## config.mk

```make
export PLATFORM = sky130hd
export DESIGN_NAME = queue_reconstruction_by_count_top
export DESIGN_NICKNAME = d
export VERILOG_FILES = /design/src/sv/qrc_pkg.sv /design/src/sv/qrc_ram.sv /design/src/sv/queue_reconstruction_by_count_top.sv
export SDC_FILE = /design/constraint.sdc
export NUM_CORES = 2
export LEC_CHECK = 0
export BUFFER_PORTS_ARGS = -buffer_cell sky130_fd_sc_hd__buf_4
export CELL_PAD_IN_SITES_DETAIL_PLACEMENT = 0
export CELL_PAD_IN_SITES_GLOBAL_PLACEMENT = 1
export CORE_MARGIN = 2
export CORE_UTILIZATION = 55
export DETAILED_ROUTE_END_ITERATION = 10
export MAX_ROUTING_LAYER = met4
export PLACE_DENSITY_LB_ADDON = 0.15
export SLEW_MARGIN = 15
export SYNTH_ARGS = -nofsm -noshare
export SYNTH_HDL_FRONTEND = slang
export SYNTH_SLANG_ARGS = --single-unit
```

## constraint.sdc

```tcl
create_clock -name clk -period 17.1 [get_ports clk]
set_clock_uncertainty 0.2 [all_clocks]
set_input_delay 3.42 -clock clk [delete_from_list [all_inputs] [get_ports clk]]
set_output_delay 3.42 -clock clk [all_outputs]
set_load 0.01 [all_outputs]
```

## src/sv/qrc_pkg.sv

```systemverilog
// Package for the queue reconstruction block: beat types and sizing constants.
// No dependencies.
package qrc_pkg;
	localparam int MaxPeople = 64;

	typedef struct packed {
		logic [15:0] height;
		logic [7:0]  ahead_count;
		logic        is_last;
	} in_beat_t;

	typedef struct packed {
		logic [15:0] out_height;
		logic [7:0]  out_ahead_count;
		logic        out_last;
		logic        overflow;
	} out_beat_t;

	typedef struct packed {
		logic [15:0] height;
		logic [7:0]  count;
	} pair_t;
endpackage

```

## src/sv/qrc_ram.sv

```systemverilog
// Generic single-port-write, single-port-read RAM with registered read data.
// No dependencies.
module qrc_ram #(
	parameter int Width = 24,
	parameter int Depth = 64
) (
	input  logic                     clk,
	input  logic                     we,
	input  logic [$clog2(Depth)-1:0] waddr,
	input  logic [Width-1:0]         wdata,
	input  logic [$clog2(Depth)-1:0] raddr,
	output logic [Width-1:0]         rdata
);
	logic [Width-1:0] mem_q [Depth];

	always_ff @(posedge clk) begin
		if (we) mem_q[waddr] <= wdata;
		rdata <= mem_q[raddr];
	end
endmodule

```

## src/sv/queue_reconstruction_by_count_top.sv

```systemverilog
// Top level of the queue reconstruction block: loader, sequencer and output stage.
// Depends on qrc_pkg and qrc_ram.
//
// Usage: pairs arrive on the in channel (in_valid/in_ready, payload in_data),
// one beat per cycle while loading. A beat with is_last starts the computation
// and in_ready stays low until the whole queue has been handed to the output
// register. Pairs beyond MAX_PEOPLE are dropped and every result of that set
// carries overflow. Ordering is an insertion sort through one shared compare
// unit on the load RAM: each pair is read and latched as the key, elements
// it goes before are moved up until a compare stops the move or the front is
// reached, and the key is written. Building the queue fetches each pair,
// scans the queue positions, starts the shift, then shifts or writes each
// position. Output then drains from a one-entry output register, holding
// while out_ready is low, and then returns to loading.
// Reset empties the loader and returns to loading; no RAM clearing is needed.
module queue_reconstruction_by_count_top #(
	parameter int MAX_PEOPLE = qrc_pkg::MaxPeople
) (
	input  logic               clk,
	input  logic               arst_n,
	input  logic               in_valid,
	output logic               in_ready,
	input  qrc_pkg::in_beat_t  in_data,
	output logic               out_valid,
	input  logic               out_ready,
	output qrc_pkg::out_beat_t out_data
);
	localparam int AW = $clog2(MAX_PEOPLE);
	localparam int LW = $clog2(MAX_PEOPLE + 1);
	localparam int CW = (LW > 8) ? LW : 8;

	typedef enum logic [11:0] {
		LOAD   = 12'b000000000001,
		S_RD   = 12'b000000000010,
		S_KEY  = 12'b000000000100,
		S_CMP  = 12'b000000001000,
		S_WR   = 12'b000000010000,
		B_RDP  = 12'b000000100000,
		B_LATP = 12'b000001000000,
		B_SCHK = 12'b000010000000,
		B_SHRD = 12'b000100000000,
		B_SHWR = 12'b001000000000,
		O_RD   = 12'b010000000000,
		O_WAIT = 12'b100000000000
	} state_t;

	state_t state_q;
	logic [LW-1:0] len_q, i_q, j_q, qlen_q, k_q, pos_q, seen_q;
	logic drop_q;
	qrc_pkg::pair_t key_q, p_q;

	// Load RAM signals.
	logic la_we;
	logic [AW-1:0] la_wa, la_ra;
	qrc_pkg::pair_t la_wd, la_rd;
	// Queue RAM signals.
	logic qa_we;
	logic [AW-1:0] qa_wa, qa_ra;
	qrc_pkg::pair_t qa_wd, qa_rd;

	qrc_ram #(.Width($bits(qrc_pkg::pair_t)), .Depth(MAX_PEOPLE)) u_load (
		.clk(clk), .we(la_we), .waddr(la_wa), .wdata(la_wd), .raddr(la_ra), .rdata(la_rd)
	);
	qrc_ram #(.Width($bits(qrc_pkg::pair_t)), .Depth(MAX_PEOPLE)) u_queue (
		.clk(clk), .we(qa_we), .waddr(qa_wa), .wdata(qa_wd), .raddr(qa_ra), .rdata(qa_rd)
	);

	logic in_acc;
	logic first;
	logic hit;
	assign in_ready = (state_q == LOAD);
	assign in_acc = in_valid && in_ready;
	// Shared compare: key goes before the element just read.
	assign first = (key_q.count != la_rd.count) ? (key_q.count < la_rd.count)
		: (key_q.height > la_rd.height);
	// The queue entry just read is at least as tall as the pair being placed.
	assign hit = (qa_rd.height >= p_q.height);

	always_comb begin
		la_we = 1'b0;
		la_wa = len_q[AW-1:0];
		la_wd = '{height: in_data.height, count: in_data.ahead_count};
		la_ra = '0;
		qa_we = 1'b0;
		qa_wa = k_q[AW-1:0];
		qa_wd = qa_rd;
		qa_ra = '0;
		case (state_q)
			LOAD: la_we = in_acc && (len_q < LW'(MAX_PEOPLE));
			S_RD: la_ra = i_q[AW-1:0];
			S_KEY: la_ra = AW'(i_q - 1'b1);
			S_CMP: begin
				// Move the element the key goes before up while reading the next one down.
				la_ra = AW'(j_q - 2'd2);
				la_we = first;
				la_wa = j_q[AW-1:0];
				la_wd = la_rd;
			end
			S_WR: begin
				la_we = 1'b1;
				la_wa = j_q[AW-1:0];
				la_wd = key_q;
			end
			B_RDP: la_ra = i_q[AW-1:0];
			B_SCHK: qa_ra = AW'(k_q + 1'b1);
			B_SHRD: qa_ra = AW'(k_q - 1'b1);
			B_SHWR: begin
				qa_we = 1'b1;
				qa_ra = AW'(k_q - 2'd2);
				if (k_q == pos_q) qa_wd = p_q;
			end
			O_RD: qa_ra = k_q[AW-1:0];
			default: ;
		endcase
	end

	always_ff @(posedge clk or negedge arst_n) begin
		if (!arst_n) begin
			state_q <= LOAD;
			len_q <= '0;
			drop_q <= 1'b0;
			i_q <= '0;
			j_q <= '0;
			qlen_q <= '0;
			k_q <= '0;
			pos_q <= '0;
			seen_q <= '0;
			key_q <= '0;
			p_q <= '0;
			out_valid <= 1'b0;
			out_data <= '0;
		end else begin
			if (state_q == O_WAIT) out_valid <= 1'b1;
			else if (out_ready) out_valid <= 1'b0;
			case (state_q)
				LOAD: if (in_acc) begin
					if (len_q < LW'(MAX_PEOPLE)) len_q <= len_q + 1'b1;
					else drop_q <= 1'b1;
					if (in_data.is_last) begin
						i_q <= LW'(1);
						state_q <= S_RD;
					end
				end
				S_RD: begin
					if (i_q >= len_q) begin
						i_q <= '0;
						qlen_q <= '0;
						state_q <= B_RDP;
					end else state_q <= S_KEY;
				end
				S_KEY: begin
					key_q <= la_rd;
					j_q <= i_q;
					state_q <= S_CMP;
				end
				S_CMP: begin
					if (first) begin
						j_q <= j_q - 1'b1;
						if (j_q == LW'(1)) state_q <= S_WR;
					end else state_q <= S_WR;
				end
				S_WR: begin
					i_q <= i_q + 1'b1;
					state_q <= S_RD;
				end
				B_RDP: begin
					if (i_q >= len_q) begin
						k_q <= '0;
						state_q <= O_RD;
					end else state_q <= B_LATP;
				end
				B_LATP: begin
					p_q <= la_rd;
					k_q <= '0;
					seen_q <= '0;
					if (qlen_q == '0) begin
						pos_q <= '0;
						state_q <= B_SHRD;
					end else state_q <= B_SCHK;
				end
				B_SCHK: begin
					// The pair goes before the entry that pushes the count past its own.
					if (hit && CW'(seen_q) >= CW'(p_q.count)) begin
						pos_q <= k_q;
						k_q <= qlen_q;
						state_q <= B_SHRD;
					end else if (k_q + 1'b1 >= qlen_q) begin
						pos_q <= qlen_q;
						k_q <= qlen_q;
						state_q <= B_SHRD;
					end else begin
						k_q <= k_q + 1'b1;
						if (hit) seen_q <= seen_q + 1'b1;
					end
				end
				B_SHRD: state_q <= B_SHWR;
				B_SHWR: begin
					if (k_q == pos_q) begin
						qlen_q <= qlen_q + 1'b1;
						i_q <= i_q + 1'b1;
						state_q <= B_RDP;
					end else k_q <= k_q - 1'b1;
				end
				O_RD: if (!out_valid || out_ready) begin
					if (k_q >= qlen_q) begin
						len_q <= '0;
						drop_q <= 1'b0;
						state_q <= LOAD;
					end else state_q <= O_WAIT;
				end
				O_WAIT: begin
					out_data <= '{out_height: qa_rd.height, out_ahead_count: qa_rd.count,
						out_last: (k_q + 1'b1 == qlen_q), overflow: drop_q};
					k_q <= k_q + 1'b1;
					state_q <= O_RD;
				end
				default: ;
			endcase
		end
	end
endmodule
```

==> results.ini <==
[run_status]
status = finished, final reports clean

[global_routing]
grt.met3_usage_pct = 4.46
met2_usage_pct = 50.9
grt_pass1_vias = 79200
track_usage_pct = 32.6
grt_max_degree = 188
grt_util_met1_pct = 43.0
gr-total-overflow = 0
antenna_found_initial = 6
grt-busiest-layer = met2
grt_pass1_wl_um = 559000

[pwr]
p_leak_nw = 46.4
report.power.total_mw = 16.1
ir_worst_vdd_mv = 0.121
power.density_nw_per_um2 = 109

[setup_path]
cp-start-kind = register
critPathKind = reg -> out
r2r_start = state_q[9]$_DFFE_PN0P_
arrival_ps = 3620
worstSetupStartpoint = state_q[9]$_DFFE_PN0P_
critical_path.max_fanout = 15
rr_worst_depth = 13
crit_path_end_kind = output pin
cp_data_required_time_ps = 13480

[routing]
first_pass_iters = 5
drt_iter0_drc = 10300
wl_per_cell_um = 29.4
ant_nets = 0
viasPerCell = 6.34
vias = 83900
drc_errors = 0
wirelength_um = 390000

[placement]
port_buffers = 56
place_area_sq_um = 137000
post-place-ws_ps = 10060
dpl.cell_count = 12600
hpwl_um = 215000
place.gp.congestion = 0.880

[sta]
holdWs_ps = 249
tightest_slew_ps = 1390
setup_viol = 0
drv_slew = 0
hold_viol = 0
tns_ps = 0
fmax_mhz = 138
rsz0062_at_grt = false
period_minus_slack_ps = 7240
relSlewSlack_pct = 6.73
period_share_pct = 42.3
fin_ws_ps = 9860

[synth]
syn_avg_cell_area_sq_um = 13.5
synthAdderAreaFrac_pct = 0.808
synth_area_sq_um = 132000
syn_nets = 9840
ys_warn_count = 0
yosys.area_share.simple_pct = 14.4
synth_top_area_share_pct = 70.1
ys.flop_type = edfxtp_1
synth_edf_count = 3072
yosysUniqueCellTypes = 98
synthXorXnorAreaFrac_pct = 0.186
synth_top_family_by_area = simple AND/OR/NAND/NOR gates
synth-seq-cells = 3257
seq_area_frac_synth_pct = 73.4
synthTopCellsByArea = edfxtp_1, nand2_1, nand3_1
synthArstFlopShare_pct = 4.21
synth-compound-area-share_pct = 5.87
synth.mux.area_fraction_pct = 2.96
yosysTopAreaCell = edfxtp_1
syn_inst = 9726

[clocking]
clk_path_buf_depth = 4
htreeDepth = 5
cts_root_buf = clkbuf_16
cts_tree = done
ctsHoldBuffers = 0
clock_sinks = 3257
post_cts_resized = 0
cts_buffers = 346
post_cts.repair.setup_buffers = 0
path_clk_slew_ps = 60
clock_latency_ps = 970

[cells_and_area]
final_cell_mix = edfxtp_1, nand2_1, nand3_1
drive_gt1_share_pct = 12.2
area_growth_pct = 12.1
final_cells = 13200
final_util_pct = 62.0
layout_commonest_cell = edfxtp_1
nets = 9908
fin_area_sq_um = 148000

[floorplanning]
coreArea_sq_um = 238000
die_y_um = 493
die_area_sq_um = 243000
ios = 57
start_util_pct = 55.3
die_w_um = 493
rows = 179

[min_path]
whs_path_depth = 2
hold_path.class = reg -> reg
hp-start = drop_q$_DFFE_PN0P_

[job]
max-cap-violations = 0

layer usage:
layer	vias up	share of wire, %	wire length (um)
li1	36400	-	-
met1	42500	38	149000
met2	4220	48	187000
met3	795	8.4	32700
met4	0	5.4	21200
met5	-	0	0
cells in the mapped netlist, drive strengths merged, types with 12 or more instances:
cell type and instances:
edfxtp 3072, nand2 2327, nand3 1016, nor2 377
buf 330, clkbuf 304, o21ai 232, and3 226
a211oi 165, a21oi 157, a311oi 145, dfrtp 136
mux4 117, mux2i 112, nand4 95, nor3 91
ha 85, inv 82, a22oi 76, a31oi 56
and2 53, dfxtp 48, o211ai 37, nor4 32
o22ai 29, o311ai 29, a221o 28, a21o 26
a211o 20, xnor2 18, o31ai 15, mux2 12
nand2b 12
sequential cells by signal, summed over array words and instances (netlist names):
signal and cells:
j_q 7, pos_q 7, len_q 7, key_q 24, out_valid 1, u_load.mem_q 1536, p_q 24, i_q 7
qlen_q 7, u_load.rdata 24, state_q 12, drop_q 1, seen_q 7, u_queue.rdata 24, k_q 7, u_queue.mem_q 1536
out_data 26
worst max-delay path, cell delays in order (launching register included):
cell and delay (ps):
dfrtp_1 530, or4_1 910, nor2_2 580, and4_1 430, buf_4 220
where the power goes:
part / leakage, nW / switching (mW) / internal [mW]
registers: 24.6 / 0.00000000000000000571 / 8.66
clock network: 5.33 / 3.01 / 4.30
logic: 16.5 / 0.0828 / 0.00938
total: 46.4 / 3.10 / 13.0
logic make-up after synthesis:
group | after synthesis
and+or+nand+nor | 4293
AOI/OAI and AO/OA | 1106
adders and majority gates | 85
DFF | 3257
muxes | 241
buffers and inverters | 716
xor gates and xnor gates | 28
area by class of cell:
cell class                      instances  area, sq um
Clock buffer                          455         9330
Fill cell                           17800        90300
Sequential cell                      3257        96600
Tap cell                             3167         3960
Antenna cell                            8         20.0
Timing Repair Buffer                  354         2790
Clock inverter                        155         1610
Multi-Input combinational cell       5753        32900
Inverter                               82          308
worst paths after layout:
path                                            end  slack, ps
min reg2reg                 out_data[0]$_DFFE_PN0P_        250
max in group asynchronous        i_q[0]$_DFFE_PN0P_      12960
max reg2reg                 u_load.rdata[2]$_DFF_P_      10020
max                                        in_ready       9860
min                         out_data[0]$_DFFE_PN0P_        250
min in group asynchronous  out_data[10]$_DFFE_PN0P_       2250
Note: power is estimated with default switching activity, not from simulation.
